### src/rtl/humidity_frame_heat_index_assert.svh
// ---------------------------------------------------------------------------
// Assertion macros for the sensor frame heat index block
// Immediate-style wrappers around concurrent properties; empty in synthesis.
// ---------------------------------------------------------------------------
`ifndef HUMIDITY_FRAME_HEAT_INDEX_ASSERT_SVH
`define HUMIDITY_FRAME_HEAT_INDEX_ASSERT_SVH
`ifndef SYNTHESIS
// Same-cycle implication, checked while out of reset.
`define HFHI_ASSERT_IMPL(label, clk, rstn, ante, cons, msg) \
    label: assert property (@(posedge clk) disable iff (!rstn) (ante) |-> (cons)) \
        else $error(msg);
// Next-cycle implication, checked while out of reset.
`define HFHI_ASSERT_NEXT(label, clk, rstn, ante, cons, msg) \
    label: assert property (@(posedge clk) disable iff (!rstn) (ante) |=> (cons)) \
        else $error(msg);
`else
`define HFHI_ASSERT_IMPL(label, clk, rstn, ante, cons, msg)
`define HFHI_ASSERT_NEXT(label, clk, rstn, ante, cons, msg)
`endif
`endif

### src/rtl/hfhi_pkg.sv
// ---------------------------------------------------------------------------
// hfhi_pkg
// Shared types, constants and the heat-stress table of the frame decoder.
// ---------------------------------------------------------------------------
package hfhi_pkg;

    localparam logic [15:0] CRC_INIT  = 16'hFFFF;
    localparam logic [15:0] CRC_POLY  = 16'hA001;
    localparam int          TEMP_ROWS = 22;
    localparam int          HUM_COLS  = 17;
    localparam int          QUEUE_DEPTH = 2;

    // Byte positions inside the eight-byte frame
    localparam logic [2:0] POS_FIRST    = 3'd0;
    localparam logic [2:0] POS_HUM_HI   = 3'd2;
    localparam logic [2:0] POS_HUM_LO   = 3'd3;
    localparam logic [2:0] POS_TEMP_HI  = 3'd4;
    localparam logic [2:0] POS_TEMP_LO  = 3'd5;
    localparam logic [2:0] POS_CRC_LO   = 3'd6;
    localparam logic [2:0] POS_CRC_HI   = 3'd7;

    // Risk codes
    localparam logic [2:0] RISK_SAFE    = 3'd0;
    localparam logic [2:0] RISK_CAUTION = 3'd1;
    localparam logic [2:0] RISK_WARNING = 3'd2;
    localparam logic [2:0] RISK_STRICT  = 3'd3;
    localparam logic [2:0] RISK_DANGER  = 3'd4;

    // Decoded frame handed from the front end to the back end
    typedef struct packed {
        logic               crc_ok;
        logic signed [15:0] humidity_tenths;
        logic signed [15:0] temperature_tenths;
    } frame_rec_t;

    // Queue status seen by both ends
    typedef struct packed {
        logic full;
        logic empty;
    } queue_status_t;

    localparam logic [5:0] HEAT_TABLE [TEMP_ROWS][HUM_COLS] = '{
        '{6'd15, 6'd15, 6'd16, 6'd16, 6'd17, 6'd17, 6'd18, 6'd19, 6'd19,
          6'd20, 6'd20, 6'd21, 6'd21, 6'd22, 6'd23, 6'd23, 6'd24},
        '{6'd15, 6'd16, 6'd17, 6'd17, 6'd18, 6'd18, 6'd19, 6'd19, 6'd20,
          6'd21, 6'd21, 6'd22, 6'd22, 6'd23, 6'd24, 6'd24, 6'd25},
        '{6'd16, 6'd17, 6'd17, 6'd18, 6'd19, 6'd19, 6'd20, 6'd20, 6'd21,
          6'd22, 6'd22, 6'd23, 6'd23, 6'd24, 6'd25, 6'd25, 6'd26},
        '{6'd17, 6'd18, 6'd18, 6'd19, 6'd19, 6'd20, 6'd21, 6'd21, 6'd22,
          6'd22, 6'd23, 6'd24, 6'd24, 6'd25, 6'd26, 6'd26, 6'd27},
        '{6'd18, 6'd18, 6'd19, 6'd20, 6'd20, 6'd21, 6'd22, 6'd22, 6'd23,
          6'd23, 6'd24, 6'd25, 6'd25, 6'd26, 6'd27, 6'd27, 6'd28},
        '{6'd18, 6'd19, 6'd20, 6'd20, 6'd21, 6'd22, 6'd22, 6'd23, 6'd24,
          6'd24, 6'd25, 6'd26, 6'd26, 6'd27, 6'd28, 6'd28, 6'd29},
        '{6'd19, 6'd20, 6'd21, 6'd21, 6'd22, 6'd23, 6'd23, 6'd24, 6'd25,
          6'd25, 6'd26, 6'd27, 6'd27, 6'd28, 6'd29, 6'd29, 6'd30},
        '{6'd20, 6'd21, 6'd21, 6'd22, 6'd23, 6'd23, 6'd24, 6'd25, 6'd25,
          6'd26, 6'd27, 6'd28, 6'd28, 6'd29, 6'd30, 6'd30, 6'd31},
        '{6'd21, 6'd21, 6'd22, 6'd23, 6'd24, 6'd24, 6'd25, 6'd26, 6'd26,
          6'd27, 6'd28, 6'd29, 6'd29, 6'd30, 6'd31, 6'd31, 6'd32},
        '{6'd21, 6'd22, 6'd23, 6'd24, 6'd24, 6'd25, 6'd26, 6'd27, 6'd27,
          6'd28, 6'd29, 6'd29, 6'd30, 6'd31, 6'd32, 6'd32, 6'd33},
        '{6'd22, 6'd23, 6'd24, 6'd24, 6'd25, 6'd26, 6'd27, 6'd27, 6'd28,
          6'd29, 6'd30, 6'd30, 6'd31, 6'd32, 6'd33, 6'd33, 6'd34},
        '{6'd23, 6'd24, 6'd25, 6'd25, 6'd26, 6'd27, 6'd28, 6'd28, 6'd29,
          6'd30, 6'd31, 6'd31, 6'd32, 6'd33, 6'd34, 6'd34, 6'd35},
        '{6'd24, 6'd25, 6'd25, 6'd26, 6'd27, 6'd28, 6'd28, 6'd29, 6'd30,
          6'd31, 6'd32, 6'd32, 6'd33, 6'd34, 6'd35, 6'd35, 6'd36},
        '{6'd25, 6'd25, 6'd26, 6'd27, 6'd28, 6'd29, 6'd29, 6'd30, 6'd31,
          6'd32, 6'd33, 6'd33, 6'd34, 6'd35, 6'd36, 6'd37, 6'd37},
        '{6'd25, 6'd26, 6'd27, 6'd28, 6'd29, 6'd29, 6'd30, 6'd31, 6'd32,
          6'd33, 6'd33, 6'd34, 6'd35, 6'd36, 6'd37, 6'd38, 6'd38},
        '{6'd26, 6'd27, 6'd28, 6'd29, 6'd29, 6'd30, 6'd31, 6'd32, 6'd33,
          6'd34, 6'd34, 6'd35, 6'd36, 6'd37, 6'd38, 6'd39, 6'd39},
        '{6'd27, 6'd28, 6'd29, 6'd29, 6'd30, 6'd31, 6'd32, 6'd33, 6'd35,
          6'd35, 6'd35, 6'd36, 6'd37, 6'd38, 6'd39, 6'd40, 6'd41},
        '{6'd28, 6'd28, 6'd29, 6'd30, 6'd31, 6'd32, 6'd33, 6'd34, 6'd35,
          6'd35, 6'd36, 6'd37, 6'd38, 6'd39, 6'd40, 6'd41, 6'd42},
        '{6'd28, 6'd29, 6'd30, 6'd31, 6'd32, 6'd33, 6'd34, 6'd35, 6'd35,
          6'd36, 6'd37, 6'd38, 6'd39, 6'd40, 6'd41, 6'd42, 6'd43},
        '{6'd29, 6'd30, 6'd31, 6'd32, 6'd33, 6'd34, 6'd35, 6'd35, 6'd36,
          6'd37, 6'd38, 6'd39, 6'd40, 6'd41, 6'd42, 6'd43, 6'd44},
        '{6'd30, 6'd31, 6'd32, 6'd33, 6'd34, 6'd35, 6'd35, 6'd36, 6'd37,
          6'd38, 6'd39, 6'd40, 6'd41, 6'd42, 6'd43, 6'd44, 6'd45},
        '{6'd31, 6'd32, 6'd33, 6'd34, 6'd35, 6'd35, 6'd36, 6'd37, 6'd38,
          6'd39, 6'd40, 6'd41, 6'd42, 6'd43, 6'd44, 6'd45, 6'd46}
    };

    // One Modbus CRC-16 byte step, reflected, eight bit steps
    function automatic logic [15:0] crc_fold(input logic [15:0] crc_in,
                                             input logic [7:0]  data);
        logic [15:0] crc;
        crc = crc_in ^ {8'h00, data};
        for (int k = 0; k < 8; k++) begin
            if (crc[0]) begin
                crc = (crc >> 1) ^ CRC_POLY;
            end else begin
                crc = crc >> 1;
            end
        end
        return crc;
    endfunction

endpackage

### src/rtl/hfhi_queue.sv
// ---------------------------------------------------------------------------
// hfhi_queue
// Two-entry queue of decoded frames between the front and back ends.
// ---------------------------------------------------------------------------
module hfhi_queue
    import hfhi_pkg::*;
(
    input  logic          aclk,
    input  logic          aresetn,
    input  logic          push,
    input  frame_rec_t    push_rec,
    input  logic          pop,
    output frame_rec_t    pop_rec,
    output queue_status_t status
);

    localparam int PtrW = $clog2(QUEUE_DEPTH);

    frame_rec_t      mem_reg [QUEUE_DEPTH];
    logic [PtrW-1:0] wr_ptr_reg, rd_ptr_reg;
    logic [PtrW:0]   count_reg;

    assign status.full  = (count_reg == (PtrW+1)'(QUEUE_DEPTH));
    assign status.empty = (count_reg == '0);
    assign pop_rec      = mem_reg[rd_ptr_reg];

    always_ff @(posedge aclk) begin
        if (!aresetn) begin
            wr_ptr_reg <= '0;
            rd_ptr_reg <= '0;
            count_reg  <= '0;
        end else begin
            if (push) begin
                wr_ptr_reg <= (wr_ptr_reg == PtrW'(QUEUE_DEPTH - 1)) ? '0 : wr_ptr_reg + 1'b1;
            end
            if (pop) begin
                rd_ptr_reg <= (rd_ptr_reg == PtrW'(QUEUE_DEPTH - 1)) ? '0 : rd_ptr_reg + 1'b1;
            end
            case ({push, pop})
                2'b10:   count_reg <= count_reg + 1'b1;
                2'b01:   count_reg <= count_reg - 1'b1;
                default: count_reg <= count_reg;
            endcase
        end
    end

    always_ff @(posedge aclk) begin
        if (push) begin
            mem_reg[wr_ptr_reg] <= push_rec;
        end
    end

endmodule

### src/rtl/hfhi_front.sv
// ---------------------------------------------------------------------------
// hfhi_front
// Byte intake: frame position, running CRC and capture of the data bytes.
// ---------------------------------------------------------------------------
module hfhi_front
    import hfhi_pkg::*;
(
    input  logic          aclk,
    input  logic          aresetn,
    input  logic          s_tvalid,
    output logic          s_tready,
    input  logic [7:0]    s_tdata,   // [7:0] frame_byte
    input  logic          s_tuser,   // [0] frame_start
    input  queue_status_t q_status,
    output logic          push,
    output frame_rec_t    push_rec
);

    logic [2:0]  pos_reg, pos_next;
    logic [15:0] crc_reg, crc_next;
    logic [7:0]  hum_hi_reg, hum_lo_reg, temp_hi_reg, temp_lo_reg, crc_lo_reg;
    logic        accept;
    logic [2:0]  pos;
    logic [15:0] crc_base;

    assign s_tready = !q_status.full;
    assign accept   = s_tvalid && s_tready;
    assign pos      = s_tuser ? POS_FIRST : pos_reg;
    assign crc_base = (pos == POS_FIRST) ? CRC_INIT : crc_reg;

    always_comb begin
        pos_next = pos_reg;
        crc_next = crc_reg;
        if (accept) begin
            if (pos < POS_CRC_LO) begin
                crc_next = crc_fold(crc_base, s_tdata);
            end else begin
                crc_next = crc_base;
            end
            pos_next = (pos == POS_CRC_HI) ? POS_FIRST : pos + 3'd1;
        end
    end

    always_ff @(posedge aclk) begin
        if (!aresetn) begin
            pos_reg <= POS_FIRST;
            crc_reg <= CRC_INIT;
        end else begin
            pos_reg <= pos_next;
            crc_reg <= crc_next;
        end
    end

    // Capture data bytes; header bytes are not needed later
    always_ff @(posedge aclk) begin
        if (accept) begin
            case (pos)
                POS_HUM_HI:  hum_hi_reg  <= s_tdata;
                POS_HUM_LO:  hum_lo_reg  <= s_tdata;
                POS_TEMP_HI: temp_hi_reg <= s_tdata;
                POS_TEMP_LO: temp_lo_reg <= s_tdata;
                POS_CRC_LO:  crc_lo_reg  <= s_tdata;
                default:     ;
            endcase
        end
    end

    assign push                        = accept && (pos == POS_CRC_HI);
    assign push_rec.crc_ok             = (crc_reg == {s_tdata, crc_lo_reg});
    assign push_rec.humidity_tenths    = {hum_hi_reg, hum_lo_reg};
    assign push_rec.temperature_tenths = {temp_hi_reg, temp_lo_reg};

endmodule

### src/rtl/hfhi_back.sv
// ---------------------------------------------------------------------------
// hfhi_back
// Three-stage pipeline: divide by ten, table indices, lookup and risk.
// ---------------------------------------------------------------------------
module hfhi_back
    import hfhi_pkg::*;
(
    input  logic          aclk,
    input  logic          aresetn,
    input  queue_status_t q_status,
    input  frame_rec_t    pop_rec,
    output logic          pop,
    output logic          m_tvalid,
    input  logic          m_tready,
    output logic [47:0]   m_tdata,   // [15:0] humidity_tenths, [31:16] temperature_tenths,
                                     // [37:32] heat_index_celsius, [40:38] risk_level
    output logic          m_tuser    // [0] crc_ok
);

    localparam logic [15:0] RECIP_10 = 16'hCCCD;   // 2^19 / 10, rounded up

    // stage 1: magnitudes and reciprocal products
    logic        s1_valid_reg;
    frame_rec_t  s1_rec_reg;
    logic        s1_t_neg_reg, s1_h_neg_reg;
    logic [15:0] s1_t_mag_reg, s1_h_mag_reg;
    logic [31:0] s1_t_prod_reg, s1_h_prod_reg;

    // stage 2: table indices
    logic        s2_valid_reg;
    frame_rec_t  s2_rec_reg;
    logic [4:0]  s2_row_reg, s2_col_reg;

    // stage 3: output register
    logic        out_valid_reg;
    logic        out_crc_ok_reg;
    logic [15:0] out_hum_reg, out_temp_reg;
    logic [5:0]  out_heat_reg;
    logic [2:0]  out_risk_reg;

    logic        adv_out, adv_s2, adv_s1;
    logic [15:0] t_raw, h_raw, t_mag, h_mag;
    logic [12:0] t_q, h_q;
    logic [13:0] deg, pct;
    logic [6:0]  pct_off;
    logic [14:0] col_prod;
    logic [4:0]  row, col;
    logic [5:0]  heat;
    logic [2:0]  risk;

    assign adv_out = !out_valid_reg || m_tready;
    assign adv_s2  = !s2_valid_reg || adv_out;
    assign adv_s1  = !s1_valid_reg || adv_s2;
    assign pop     = adv_s1 && !q_status.empty;

    assign t_raw = pop_rec.temperature_tenths;
    assign h_raw = pop_rec.humidity_tenths;
    assign t_mag = t_raw[15] ? (~t_raw + 16'd1) : t_raw;
    assign h_mag = h_raw[15] ? (~h_raw + 16'd1) : h_raw;

    // Rounded-up whole units for positive values; negatives land in slot 0
    assign t_q = s1_t_prod_reg[31:19];
    assign h_q = s1_h_prod_reg[31:19];
    assign deg = {1'b0, t_q} + 14'(s1_t_mag_reg != 16'({t_q, 3'b000} + {t_q, 1'b0}));
    assign pct = {1'b0, h_q} + 14'(s1_h_mag_reg != 16'({h_q, 3'b000} + {h_q, 1'b0}));

    always_comb begin
        if (s1_t_neg_reg || deg < 14'd21) begin
            row = 5'd0;
        end else if (deg >= 14'd43) begin
            row = 5'd21;
        end else begin
            row = 5'(deg - 14'd21);
        end
    end

    // (pct - 20) / 5 by reciprocal 205 / 1024, exact below 80
    assign pct_off  = 7'(pct - 14'd20);
    assign col_prod = 15'(pct_off) * 15'd205;

    always_comb begin
        if (s1_h_neg_reg || pct < 14'd20) begin
            col = 5'd0;
        end else if (pct >= 14'd100) begin
            col = 5'd16;
        end else begin
            col = col_prod[14:10] + 5'd1;
        end
    end

    assign heat = HEAT_TABLE[s2_row_reg][s2_col_reg];

    always_comb begin
        if (heat >= 6'd31) begin
            risk = RISK_DANGER;
        end else if (heat >= 6'd28) begin
            risk = RISK_STRICT;
        end else if (heat >= 6'd25) begin
            risk = RISK_WARNING;
        end else if (heat >= 6'd21) begin
            risk = RISK_CAUTION;
        end else begin
            risk = RISK_SAFE;
        end
    end

    always_ff @(posedge aclk) begin
        if (!aresetn) begin
            s1_valid_reg  <= 1'b0;
            s2_valid_reg  <= 1'b0;
            out_valid_reg <= 1'b0;
        end else begin
            if (adv_s1) begin
                s1_valid_reg <= pop;
            end
            if (adv_s2) begin
                s2_valid_reg <= s1_valid_reg;
            end
            if (adv_out) begin
                out_valid_reg <= s2_valid_reg;
            end
        end
    end

    always_ff @(posedge aclk) begin
        if (adv_s1) begin
            s1_rec_reg    <= pop_rec;
            s1_t_neg_reg  <= t_raw[15];
            s1_h_neg_reg  <= h_raw[15];
            s1_t_mag_reg  <= t_mag;
            s1_h_mag_reg  <= h_mag;
            s1_t_prod_reg <= t_mag * RECIP_10;
            s1_h_prod_reg <= h_mag * RECIP_10;
        end
        if (adv_s2) begin
            s2_rec_reg <= s1_rec_reg;
            s2_row_reg <= row;
            s2_col_reg <= col;
        end
        if (adv_out) begin
            out_crc_ok_reg <= s2_rec_reg.crc_ok;
            out_hum_reg    <= s2_rec_reg.humidity_tenths;
            out_temp_reg   <= s2_rec_reg.temperature_tenths;
            out_heat_reg   <= heat;
            out_risk_reg   <= risk;
        end
    end

    assign m_tvalid = out_valid_reg;
    assign m_tuser  = out_crc_ok_reg;
    assign m_tdata  = {7'd0, out_risk_reg, out_heat_reg, out_temp_reg, out_hum_reg};

endmodule

### src/rtl/humidity_frame_heat_index.sv
// ---------------------------------------------------------------------------
// humidity_frame_heat_index: sensor reply frame decoder with heat-stress index
// Throughput: one byte per cycle (CRC byte step in the front end) unless the queue is
// full, one result per frame. Each frame passes the queue and three back stages.
// Reset: synchronous active-low; clears position, CRC, queue and pipeline valids.
// ---------------------------------------------------------------------------
`include "humidity_frame_heat_index_assert.svh"

module humidity_frame_heat_index
    import hfhi_pkg::*;
(
    input  logic        aclk,
    input  logic        aresetn,
    // byte stream in
    input  logic        s_tvalid,
    output logic        s_tready,
    input  logic [7:0]  s_tdata,   // [7:0] frame_byte
    input  logic        s_tuser,   // [0] frame_start
    // result stream out
    output logic        m_tvalid,
    input  logic        m_tready,
    output logic [47:0] m_tdata,   // [15:0] humidity_tenths, [31:16] temperature_tenths,
                                   // [37:32] heat_index_celsius, [40:38] risk_level
    output logic        m_tuser    // [0] crc_ok
);

    // The front end folds the CRC over bytes 0..5, holds the data bytes and,
    // on byte 7, pushes one decoded frame into a two-entry queue. The back
    // end pops frames and turns them into heat index and risk. The queue
    // lets a stalled output hold results without stopping byte intake until
    // it is full.

    queue_status_t q_status;
    frame_rec_t    push_rec, pop_rec;
    logic          push, pop;

    hfhi_front u_front (
        .aclk     (aclk),
        .aresetn  (aresetn),
        .s_tvalid (s_tvalid),
        .s_tready (s_tready),
        .s_tdata  (s_tdata),
        .s_tuser  (s_tuser),
        .q_status (q_status),
        .push     (push),
        .push_rec (push_rec)
    );

    hfhi_queue u_queue (
        .aclk     (aclk),
        .aresetn  (aresetn),
        .push     (push),
        .push_rec (push_rec),
        .pop      (pop),
        .pop_rec  (pop_rec),
        .status   (q_status)
    );

    hfhi_back u_back (
        .aclk     (aclk),
        .aresetn  (aresetn),
        .q_status (q_status),
        .pop_rec  (pop_rec),
        .pop      (pop),
        .m_tvalid (m_tvalid),
        .m_tready (m_tready),
        .m_tdata  (m_tdata),
        .m_tuser  (m_tuser)
    );

    // Never push into a full queue or pop an empty one
    `HFHI_ASSERT_IMPL(a_no_overflow, aclk, aresetn, push, !q_status.full, "queue overflow")
    `HFHI_ASSERT_IMPL(a_no_underflow, aclk, aresetn, pop, !q_status.empty, "queue underflow")
    // Risk must agree with the index it came from
    `HFHI_ASSERT_IMPL(a_risk_match, aclk, aresetn, m_tvalid,
        ((m_tdata[37:32] >= 6'd31) == (m_tdata[40:38] == RISK_DANGER)), "risk mismatch")
    // Index stays inside the table's range
    `HFHI_ASSERT_IMPL(a_heat_range, aclk, aresetn, m_tvalid,
        (m_tdata[37:32] >= 6'd15) && (m_tdata[37:32] <= 6'd46), "heat index out of range")

endmodule
### config.mk
export PLATFORM = sky130hd
export DESIGN_NAME = humidity_frame_heat_index
export DESIGN_NICKNAME = d
export VERILOG_FILES = /design/src/rtl/hfhi_pkg.sv /design/src/rtl/hfhi_queue.sv /design/src/rtl/hfhi_front.sv /design/src/rtl/hfhi_back.sv /design/src/rtl/humidity_frame_heat_index.sv
export VERILOG_INCLUDE_DIRS = /design/src /design/src/rtl
export SDC_FILE = /design/constraint.sdc
export NUM_CORES = 1
export LEC_CHECK = 0
export ABC_AREA = 1
export BUFFER_PORTS_ARGS = -buffer_cell sky130_fd_sc_hd__buf_2
export CORE_MARGIN = 5
export CORE_UTILIZATION = 55
export CTS_CLUSTER_DIAMETER = 40
export DETAILED_ROUTE_END_ITERATION = 8
export PLACE_DENSITY_LB_ADDON = 0.3
export SLEW_MARGIN = 0
export SYNTH_ARGS = -nofsm -noshare
export SYNTH_HDL_FRONTEND = slang
export SYNTH_HIERARCHICAL = 1
export SYNTH_SLANG_ARGS = --single-unit
### constraint.sdc
create_clock -name aclk -period 9.55 [get_ports aclk]
set_input_delay 1.91 -clock aclk [delete_from_list [all_inputs] [get_ports aclk]]
set_output_delay 1.91 -clock aclk [all_outputs]
set_load 0.005 [all_outputs]
* After elaboration in Yosys (flattened, before gate mapping)
Memories as Yosys holds them, arrays and structs flattened. A register that Yosys moved wholly into a read port is not among the register bits. Cells that the tools add are included.
Operators by class: add/sub/neg operators 14, multipliers 3, order comparisons 11, equality and inequality tests 12, mux-type cells 45, bitwise operators 13, reductions and logical operators 23
Operators by type and width (count):
- $mux W16 | 26
- $mux W102 | 2
- $mul A16 B16 Y32 const B | 2
- $add A16 B1 Y16 const B | 2
- $add A16 B14 Y16 | 2
- $ne A16 B16 Y1 | 2
- $not A16 Y16 | 2
- $bmux W6 S5 | 1
- $add A13 B1 Y14 | 2
- $lt A14 B5 Y1 const B | 2
- $ge A6 B5 Y1 const B | 4
- $not A2 Y3 | 8
- $eq A16 B16 Y1 | 1
- $xor A16 B8 Y16 | 1
- $mul A7 B8 Y15 const B | 1
- $ge A14 B6 Y1 const B | 1
- $ge A14 B7 Y1 const B | 1
- $eq A3 B3 Y1 const B | 4
- $ge A6 B6 Y1 const B | 2
- $mux W3 | 4
- $mux W6 | 2
- $not A5 Y6 | 2
- $mux W5 | 2
- $reduce_and A2 Y1 | 5
- 20 further kinds | 40
Storage, ports and cells: bits in registers 282, bits in writable memories 66, memory bits (read-only) 3264, input bits 13, output and inout port bits 51, word-level logic and storage cells 157, memories 2
Memories:
- (name not given) | depth 32, width 102, read ports 1, clocked after Yosys merged registers in 0, wr ports 0, line hfhi_back.sv:91 | assign heat = HEAT_TABLE[s2_row_reg][s2_col_reg];
- u_queue.mem_reg | depth 2, width 33, read ports 1, clocked after Yosys merged registers in 1, wr ports 1, line hfhi_queue.sv:19 | frame_rec_t mem_reg [QUEUE_DEPTH];

* Longest topological paths before layout
Gate-level depths: netlist of the first run.
depth after elaboration 35, depth in mapped cells 44

* Cells and area by module
The synthesis of the first run kept the hierarchy.
By module, submodules not included:
- hfhi_back | instances 1, cells each 2346, area an instance 20724.9 sq um
- hfhi_front | instances 1, cells each 284, area an instance 2780.2 sq um
- hfhi_queue | instances 1, cells each 138, area an instance 2763.9 sq um

* Worst setup path before layout of the first run
OpenSTA, ideal clock, no wires.
kind register -> register, start point reg u_back.s1_h_prod_reg[21], end point reg u_back.s2_col_reg[4] (data pin), setup time 0.249 ns, data arrival time 6.622 ns, data required time 9.301 ns, setup slack 2.678 ns, cell stages (with the launch flop) 40, period minus slack after synthesis 6.872 ns, cells stage by stage edfxtp_1 > ha_1 > fa_1 > nand3_1 > nand2_1 > a21oi_1 > o21ai_0 > xnor2_1 > or2_2 > nand3_1 > nor2_1 > nand4_1 > ha_1 > ha_1 > xor2_1 > inv_1 > ha_1 > or2_2 > [... 4 more ...] > fa_1 > inv_1 > ha_1 > inv_1 > fa_1 > inv_1 > ha_1 > a21oi_1 > o2111ai_1 > xor2_1 > ha_1 > nand2_1 > nor2_1 > inv_1 > nand2_1 > nand3_1 > nand2_1 > inv_1
Between the ends: longest elaborated chain between the ends 7, elaborated cells on any way between the ends 10, those cells by class add/sub (4); mul (1); order compare (2); eq/ne (1); mux (1); reduce/logical (1)
RTL lines:
- from (decl) | line hfhi_back.sv:27 | logic [31:0] s1_t_prod_reg, s1_h_prod_reg;
- from (signal assigned) | line hfhi_back.sv:133 | s1_h_prod_reg <= h_mag * RECIP_10;
- $add A16 B14 Y16 | line hfhi_back.sv:65 | assign pct = {1'b0, h_q} + 14'(s1_h_mag_reg != 16'({h_q, 3'b000} + {h_q, 1'b0}));
- $ne A16 B16 Y1 | line hfhi_back.sv:65
- $add A13 B1 Y14 (*) | line hfhi_back.sv:65
- $sub A7 B5 Y7 | line hfhi_back.sv:78 | assign pct_off = 7'(pct - 14'd20);
- $mul A7 B8 Y15 | line hfhi_back.sv:79 | assign col_prod = 15'(pct_off) * 15'd205;
- $add A5 B1 Y5 | line hfhi_back.sv:87 | col = col_prod[14:10] + 5'd1;
- $mux W5 | line hfhi_back.sv:84 | end else if (pct >= 14'd100) begin
- to (signal assigned) | line hfhi_back.sv:138 | s2_col_reg <= col;
- to (decl) | line hfhi_back.sv:32 | logic [4:0] s2_row_reg, s2_col_reg;
Mark *: on every way between the ends. The rest lies on a longest branch, timed or not. A chain may end at the register's enable or synchronous reset.

* Worst setup path after layout of the first run
Ends and elaborated chain as after synthesis.

==> flow_metrics.tcl, run 1 <==
set metrics [dict create \
    path_clk_slew_ns 0.05 \
    synth_edf_count 280 \
    tightest_slew_ns 1.27 \
    gp_congestion 1.00 \
    arrival_ns 8.33 \
    r2r-start "u_back/s1_h_prod_reg[21]" \
    seq_area_mm2 0.00895 \
    grt_max_degree 77 \
    synthArstFlopShare 0 \
    initial_core_util 0.554 \
    hold_ws_ns 0.396 \
    drc 0 \
    syn_avg_cell_area_um2 9.49 \
    synth.top_cell.area_share 0.320 \
    synthFlopType "edfxtp_1" \
    rsz0062_at_grt "no" \
    hold_violations 0 \
    nFillCells 3968 \
    critPathKind "flop to flop" \
    status "complete, no violations" \
    wl_um 64500 \
    final-setup-viol-count 0 \
    die_h_um 229 \
    yosys-top-cells-area "edfxtp_1 32%, ha_1 17%, fa_1 13%" \
    cp.required_ns 9.90 \
    final_util 0.606 \
    fin_crit_ns 7.98 \
    io_buffers 56 \
    yosys.area_share.simple 0.158 \
    yosysWarnings 6 \
    r2r_end "u_back/s2_col_reg[4]" \
    vias_per_cell 5.58 \
    grt-ovfl-total 0 \
    dr.pass1.iters 7 \
    insertion_delay_ns 0.60 \
    clockBufferDepth 3 \
    ios 64 \
    h-tree-depth 2 \
    drt_iter0_drc 1649 \
    cts_sinks 307 \
    drive_gt1_frac 0.0773 \
    max_stage_delay_ns 0.56 \
    critPathLaunchType "flop" \
    r2r_cells 38 \
    reg2reg_slack_ns 1.57 \
    syn-cell-area_mm2 0.0263 \
    cp_slowest_cell "edfxtp_1" \
    diodes 0 \
    seq_area_frac_synth 0.341 \
    cp-startpoint "u_back/s1_h_prod_reg[21]" \
    cts_tree "built" \
    whs_endpoint "u_back/out_temp_reg[15]" \
    cp-end-kind "flop" \
    ant_nets 0 \
    synth_fa_ha_area_frac 0.301 \
    ctsHoldBuffers 0 \
    area_delta_synth_final_pct 9.42 \
    fmax_mhz 125 \
    grt_first_pass_wirelength_um 104000 \
    fin_tns_setup_ns 0 \
    layout.cells.most_common "nand2_1" \
    synth_top_cell_by_area "edfxtp_1" \
    slew_headroom 0.147 \
    largest_reg_flops 66 \
    syn_inst 2768 \
    num_vias 19541 \
    grt_pass1_vias 19698 \
    layout_common_cells "506 x nand2_1, 451 x inv_1, 356 x ha_1, 280 x edfxtp_1, 209 x nor2_1" \
    drv_cap 0 \
    drv_slew 0 \
    die_w_um 229 \
    hp-class "flop to flop" \
    holdPathStages 0 \
    cts_resized 0 \
    clock-root-buffer "clkbuf_16" \
    num_rows 80 \
    cts_buffers 47 \
    timing.final.crit_share 0.836 \
    core_mm2 0.0474 \
    fin_worst_skew_ns 0.0342 \
    grtUsageTotal 0.245 \
    fp.dieArea_mm2 0.0522 \
    post_drt_wl_per_cell_um 18.4 \
    min_from "u_back/s2_rec_reg[15]" \
    synth_mux_area_frac 0.0184 \
    cts_setup_buffers 0 \
    synth-seq-cells 307 \
    worstPathMaxFanout 7 \
    synth-compound-area-share 0.0623 \
    multi_input_area_mm2 0.0153 \
    antenna_found_initial 0 \
    synth_xor_area_frac 0.0421 \
    ys_types 57 \
    post-dp-hpwl_um 51000 \
    synth_top_family_by_area "adder cells" \
    layout.nets 3390 \
]
==> kinds of logic after synthesis <==
group           after synthesis
other cells                   1
xor+xnor                    122
mux                          33
simple gates                981
compound gates              295
fa+ha+maj                   528
buf+inv                     501
flops                       307
==> worst max path at each step <==
stage	endpoint	slack, ns	cells past startpoint
after global placement	u_back/s2_col_reg[4]	1.84	38
after detailed placement	u_back/s2_col_reg[4]	1.70	38
after CTS	u_back/s2_col_reg[4]	1.63	38
after floorplan	u_back/s2_col_reg[4]	2.68	39
final	u_back/s2_col_reg[4]	1.57	38
after global routing	u_back/s2_col_reg[4]	1.02	40
==> per-layer routing <==
metal  vias up  part of all wire  global-route usage
met4         0             0.031              0.0756
met5         -                 0                   0
li1       9331                 -                   -
met3       124             0.071              0.0414
met1      9356              0.44               0.341
met2       730              0.46               0.398
==> worst max-delay path, delay by kind of cell, from the launching register on <==
kind / cells / cell delay [ns]
fa+ha+maj: 10 / 3.38
simple gates: 12 / 1.35
buf+inv: 8 / 0.56
xor+xnor: 3 / 0.87
flops: 1 / 0.56
compound gates: 5 / 0.98
==> layout make-up <==
cell class              count  share of cell area
flip-flops and latches    307               0.311
clock inverters            36              0.0149
inverters                 458              0.0598
clock buffers              49              0.0412
multi-input cells        1966               0.533
well taps                 615              0.0268
repair buffers             69              0.0131
==> synthesized netlist by cell type, types with 14 or more instances <==
library cell,count
edfxtp_1,280
dfxtp_1,27
a21oi_1,144
nand3_1,154
buf_2,16
nand2_1,508
nand2_2,14
nand4_1,30
fa_1,172
mux2_4,30
xnor2_1,47
nor2_1,210
nor3_1,33
o21ai_0,87
xor2_1,71
inv_1,452
ha_1,356
==> stage by stage <==
step	setup WS, ns	instance area [µm²]	cells
2_1_floorplan	2.68	26300	2774
5_1_grt	1.02	28700	3500
6_report	1.57	28700	3500
3_5_place_dp	1.70	27100	3415
3_3_place_gp	1.84	27100	3415
4_1_cts	1.63	28700	3500
Power of run 1 is not shown: default switching activity piles up to over one toggle a cycle in this logic, so the estimate is an artifact.
==> run 2, diff against run 1 <==
clock period = 7 ns   (was 9.55 ns; I/O delays follow)
==> run 2 against run 1 <==
- critical path depth rose by 3
- non-clock buffer count rose by 138
- design area rose by 6.6%
- worst hold slack got worse by 0.0086 ns
- via count rose by 3.4%
- count of clock-buffer cells in the layout fell by 2
- routed wire length rose by 3.9%
- clock skew rose by 0.016 ns
- largest cell class unchanged
==> flow_metrics.tcl, run 2 (synthesized netlist as in run 1, its figures left out) <==
set metrics [dict create \
    drc 0 \
    path_clk_slew_ns 0.06 \
    r2r_cells 41 \
    grt-ovfl-total 0 \
    layout_common_cells "487 x nand2_1, 435 x inv_1, 319 x ha_1, 280 x edfxtp_1, 199 x nor2_1" \
    place_area_mm2 0.0279 \
    vias_per_cell 5.56 \
    initial_core_util 0.554 \
    antenna_found_initial 0 \
    cts_buffers 43 \
    io_buffers 56 \
    layout.cells.most_common "nand2_1" \
    die_h_um 229 \
    grt_pass1_vias 20117 \
    clockBufferDepth 3 \
    clock-root-buffer "clkbuf_16" \
    drv_cap 0 \
    fin_crit_ns 6.90 \
    wl_um 67100 \
    h-tree-depth 2 \
    post-dp-hpwl_um 52000 \
    fin_worst_skew_ns 0.0499 \
    seq_area_mm2 0.00895 \
    arrival_ns 7.24 \
    ios 64 \
    critPathKind "flop to flop" \
    timing.final.crit_share 0.986 \
    hold_violations 0 \
    grtUsageTotal 0.249 \
    nFillCells 3727 \
    worstPathMaxFanout 5 \
    fmax_mhz 145 \
    grt_max_degree 79 \
    grt_first_pass_wirelength_um 106000 \
    post_drt_wl_per_cell_um 18.5 \
    finalInstanceArea_mm2 0.0306 \
    cp.required_ns 7.34 \
    final_cells 3631 \
    tightest_slew_ns 1.12 \
    num_rows 80 \
    drt_iter0_drc 1799 \
    max_stage_delay_ns 0.51 \
    cts_sinks 307 \
    cp.buffers_inverters 8 \
    status "complete, no violations" \
    final-setup-viol-count 0 \
    path_delay_family "adder cells" \
    layout.nets 3524 \
    fp.dieArea_mm2 0.0522 \
    crit_top_cell "inv_2" \
    core_mm2 0.0474 \
    cp.depth 41 \
    fin_tns_setup_ns 0 \
    die_w_um 229 \
    num_vias 20196 \
    slew_headroom 0.246 \
    area_delta_synth_final_pct 16.7 \
    hp-class "flop to flop" \
    cp-end-kind "flop" \
    diodes 0 \
    dr.pass1.iters 7 \
    cp_slowest_cell "fa_1" \
    gp_congestion 0.980 \
    cts_tree "built" \
    insertion_delay_ns 0.59 \
    placedCellCount 3520 \
    largest_reg_flops 66 \
    multi_input_area_mm2 0.0162 \
    drv_slew 0 \
    ant_nets 0 \
    rsz0062_at_grt "yes" \
    holdPathStages 0 \
    drive_gt1_frac 0.167 \
    critPathLaunchType "flop" \
]
-- run 2: cell types whose count changed in the layout (fill, tap and decap cells not counted), moves of 14 or more --
cell / previous run / this run
inv_1: 451 / 435
a21oi_2: 0 / 23
nand2_2: 15 / 30
nand2_1: 506 / 487
buf_4: 13 / 147
ha_1: 356 / 319
a21oi_1: 144 / 120
ha_4: 0 / 31
inv_2: 6 / 20
-- run 2: metal layers --
layer | part of all wire | track usage | vias up
li1 | - | - | 9602
met1 | 0.44 | 0.350 | 9708
met2 | 0.47 | 0.405 | 751
met3 | 0.069 | 0.0388 | 135
met4 | 0.028 | 0.0669 | 0
met5 | 0 | 0 | -
-- run 2: per-stage QoR --
step | utilization | hold WS (ns) | setup slack (ns)
floorplan | - | 0.400 | 0.128
global placement | 0.589 | 0.402 | -0.0792
detailed placement | 0.589 | 0.405 | -0.166
CTS | 0.624 | 0.387 | 0.0137
global route | 0.646 | 0.407 | -0.165
finish | 0.646 | 0.388 | 0.0978
-- run 2: final cells by class --
class,instances,area share
well taps,615,0.0251
flip-flops and latches,307,0.292
repair buffers,207,0.0476
inverters,458,0.0563
clock buffers,47,0.0359
clock inverters,31,0.0146
multi-input cells,1966,0.528
-- run 2: timing repair --
action / CTS / global route
pin swaps: 7 / 86
gates resized for setup: 16 / 169
hold buffers: 0 / 0
endpoints found under the setup margin: 11 / 30
cloned: 1 / 0
buffers inserted: 2 / 31
-- run 2: path summary, 6_finish.rpt --
check	startpoint	to	slack, ns
min	u_back/s1_rec_reg[12]	u_back/s2_rec_reg[12]	0.39
max	u_back/s1_h_prod_reg[21]	u_back/s2_col_reg[4]	0.1
max reg2reg	u_back/s1_h_prod_reg[21]	u_back/s2_col_reg[4]	0.1
min reg2reg	u_back/s1_rec_reg[12]	u_back/s2_rec_reg[12]	0.39
-- run 2: worst reg2reg max path: cells and delay by family (launching register included) --
family                   cells  cell delay, ns
XOR/XNOR                     3            0.68
adder cells (fa/ha/maj)      9            2.79
buffers and inverters        8            0.48
AO/OA/AOI/OAI                3            0.29
flip-flops                   1            0.42
AND/OR/NAND/NOR             18            1.99
Power of run 2 is left out for the same reason.
==> run 3, diff against run 2 <==
ABC_AREA = not set   (was 1)
REMOVE_ABC_BUFFERS = 1   (was not set)
==> run 3 against run 2 <==
- the run now ends with setup timing left
- core utilization up 3.7 points
- non-clock buffer count increased by 134
- first-iteration DRC count decreased by 24%
- critical path type unchanged
- largest cell class unchanged
==> flow_metrics.tcl, run 3 <==
set metrics [dict create \
    status "complete, but fails checks" \
    violations "setup timing" \
    drv_slew 0 \
    num_rows 77 \
    synth_top_cell_by_area "edfxtp_1" \
    num_vias 17495 \
    yosysMostFrequentCell "ha_1" \
    drv_cap 0 \
    die_h_um 222 \
    seq_area_frac_synth 0.364 \
    max_stage_delay_ns 0.53 \
    ys_types 95 \
    dr.pass1.iters 7 \
    antenna_found_initial 1 \
    critPathLaunchType "flop" \
    cts_buffers 43 \
    synth_xor_area_frac 0.0664 \
    place_area_mm2 0.0271 \
    clockBufferDepth 3 \
    cp-end-kind "flop" \
    fin_worst_skew_ns 0.0291 \
    grt_max_degree 67 \
    timing.final.crit_share 1.08 \
    post-dp-hpwl_um 44500 \
    seq_area_mm2 0.00895 \
    syn-cell-area_mm2 0.0246 \
    insertion_delay_ns 0.59 \
    synth.top_cell.area_share 0.342 \
    die_w_um 222 \
    largest_reg_flops 66 \
    drt_iter0_drc 1362 \
    synth_top_family_by_area "adder cells" \
    synthFlopType "edfxtp_1" \
    grt_pass1_vias 18293 \
    placedCellCount 2941 \
    multi_input_area_mm2 0.0155 \
    fp.dieArea_mm2 0.0491 \
    wl_um 60800 \
    syn_avg_cell_area_um2 11.6 \
    hp-class "flop to flop" \
    fin_crit_ns 7.57 \
    final_cells 3074 \
    yosysWarnings 6 \
    initial_core_util 0.556 \
    worstPathMaxFanout 2 \
    gp_congestion 0.956 \
    drc 0 \
    critPathKind "flop to flop" \
    post_drt_wl_per_cell_um 19.8 \
    final_critical_path_setup_slack_ns -0.567 \
    path_clk_slew_ns 0.06 \
    synth-seq-cells 307 \
    ant_nets 0 \
    core_mm2 0.0442 \
    finalInstanceArea_mm2 0.0302 \
    synth_mux_area_frac 0.0191 \
    grt-ovfl-total 0 \
    diodes 0 \
    drive_gt1_frac 0.265 \
    cp_slowest_cell "fa_1" \
    vias_per_cell 5.69 \
    layout.nets 2989 \
    yosys-top-cells-area "edfxtp_1 34%, ha_1 18%, fa_1 14%" \
    cts_sinks 307 \
    synth_edf_count 280 \
    yosys.area_share.simple 0.0745 \
    layout_common_cells "321 x ha_1, 280 x edfxtp_1, 270 x inv_1, 270 x buf_4, 161 x fa_1" \
    synth-compound-area-share 0.0973 \
    io_buffers 56 \
    cp.required_ns 7.31 \
    synth_fa_ha_area_frac 0.321 \
    arrival_ns 7.88 \
    synthArstFlopShare 0 \
    fmax_mhz 132 \
    cts_tree "built" \
    slew_headroom 0.245 \
    ios 64 \
    area_delta_synth_final_pct 22.8 \
    layout.cells.most_common "ha_1" \
    syn_inst 2115 \
    nFillCells 3017 \
    clock-root-buffer "clkbuf_16" \
    hold_violations 0 \
    final_util 0.683 \
    tightest_slew_ns 1.13 \
    rsz0062_at_grt "yes" \
    ys_top_cells_by_count "356 x ha_1, 286 x inv_1, 280 x edfxtp_1" \
    grtUsageTotal 0.241 \
    final-setup-viol-count 16 \
    grt_first_pass_wirelength_um 95800 \
    h-tree-depth 2 \
]
==> run 3: changes by cell type after synthesis, moves of 37 or more <==
cell | before | now
xnor2_1 | 47 | 136
a21oi_1 | 144 | 81
nand2_1 | 508 | 91
nor2_1 | 210 | 76
nand3_1 | 154 | 36
xor2_1 | 71 | 34
inv_1 | 452 | 286
==> run 3: final timing paths <==
kind	startpoint	depth (start not counted)	to	slack (ns)
worst max-delay path	u_back/s1_h_prod_reg[19]	38	u_back/s2_col_reg[3]	-0.57
worst min register to register	u_back/s2_rec_reg[28]	0	u_back/out_hum_reg[12]	0.41
worst min-delay path	u_back/s2_rec_reg[28]	0	u_back/out_hum_reg[12]	0.41
worst max register to register	u_back/s1_h_prod_reg[19]	38	u_back/s2_col_reg[3]	-0.57
==> run 3: final cells by class <==
class	count	share of cell area
inverters	288	0.0360
multi-input cells	1467	0.514
clock inverters	29	0.0112
repair buffers	341	0.0820
flip-flops and latches	307	0.296
well taps	592	0.0245
clock buffers	50	0.0365
==> run 3: stage by stage <==
stage / worst slack (ns) / hold slack, ns / setup TNS, ns
2_1_floorplan: -0.946 / 0.400 / -15.29
3_3_place_gp: -0.649 / 0.401 / -7.64
3_5_place_dp: -0.899 / 0.405 / -11.52
4_1_cts: -0.628 / 0.414 / -2.36
5_1_grt: -0.939 / 0.411 / -7.94
6_report: -0.567 / 0.412 / -3.33
==> run 3: cells by family (layout without fill, tap and decap cells) <==
kind of cell,Yosys count,in the layout
XOR/XNOR,178,178
flip-flops,307,307
other,1,7
adder cells (fa/ha/maj),528,528
AND/OR/NAND/NOR,362,362
buffers and inverters,347,708
multiplexers,42,42
AO/OA/AOI/OAI,350,350
==> run 3: per-layer routing <==
layer / global-route usage / vias up / wire, µm
li1: - / 8148 / -
met1: 0.316 / 8585 / 24700
met2: 0.408 / 582 / 29900
met3: 0.0355 / 178 / 3560
met4: 0.0919 / 2 / 2540
met5: 0 / - / 13
==> run 3: worst max-delay path: cells and delay by family, from the launching register on <==
kind,cells,cell delay [ns]
adders and majority gates,8,2.66
AOI/OAI and AO/OA,10,1.74
and+or+nand+nor,6,1.01
buffers and inverters,9,0.77
xor gates and xnor gates,5,0.70
DFF,1,0.40
==> run 3: what timing repair did <==
action                                  CTS  global route
gates resized for setup                 151           105
pin swaps                               145           113
endpoints found under the setup margin   30            30
hold buffers                              0             0
setup buffers                            36            19
gates cloned                              1             0
Power of run 3 is left out for the same reason.
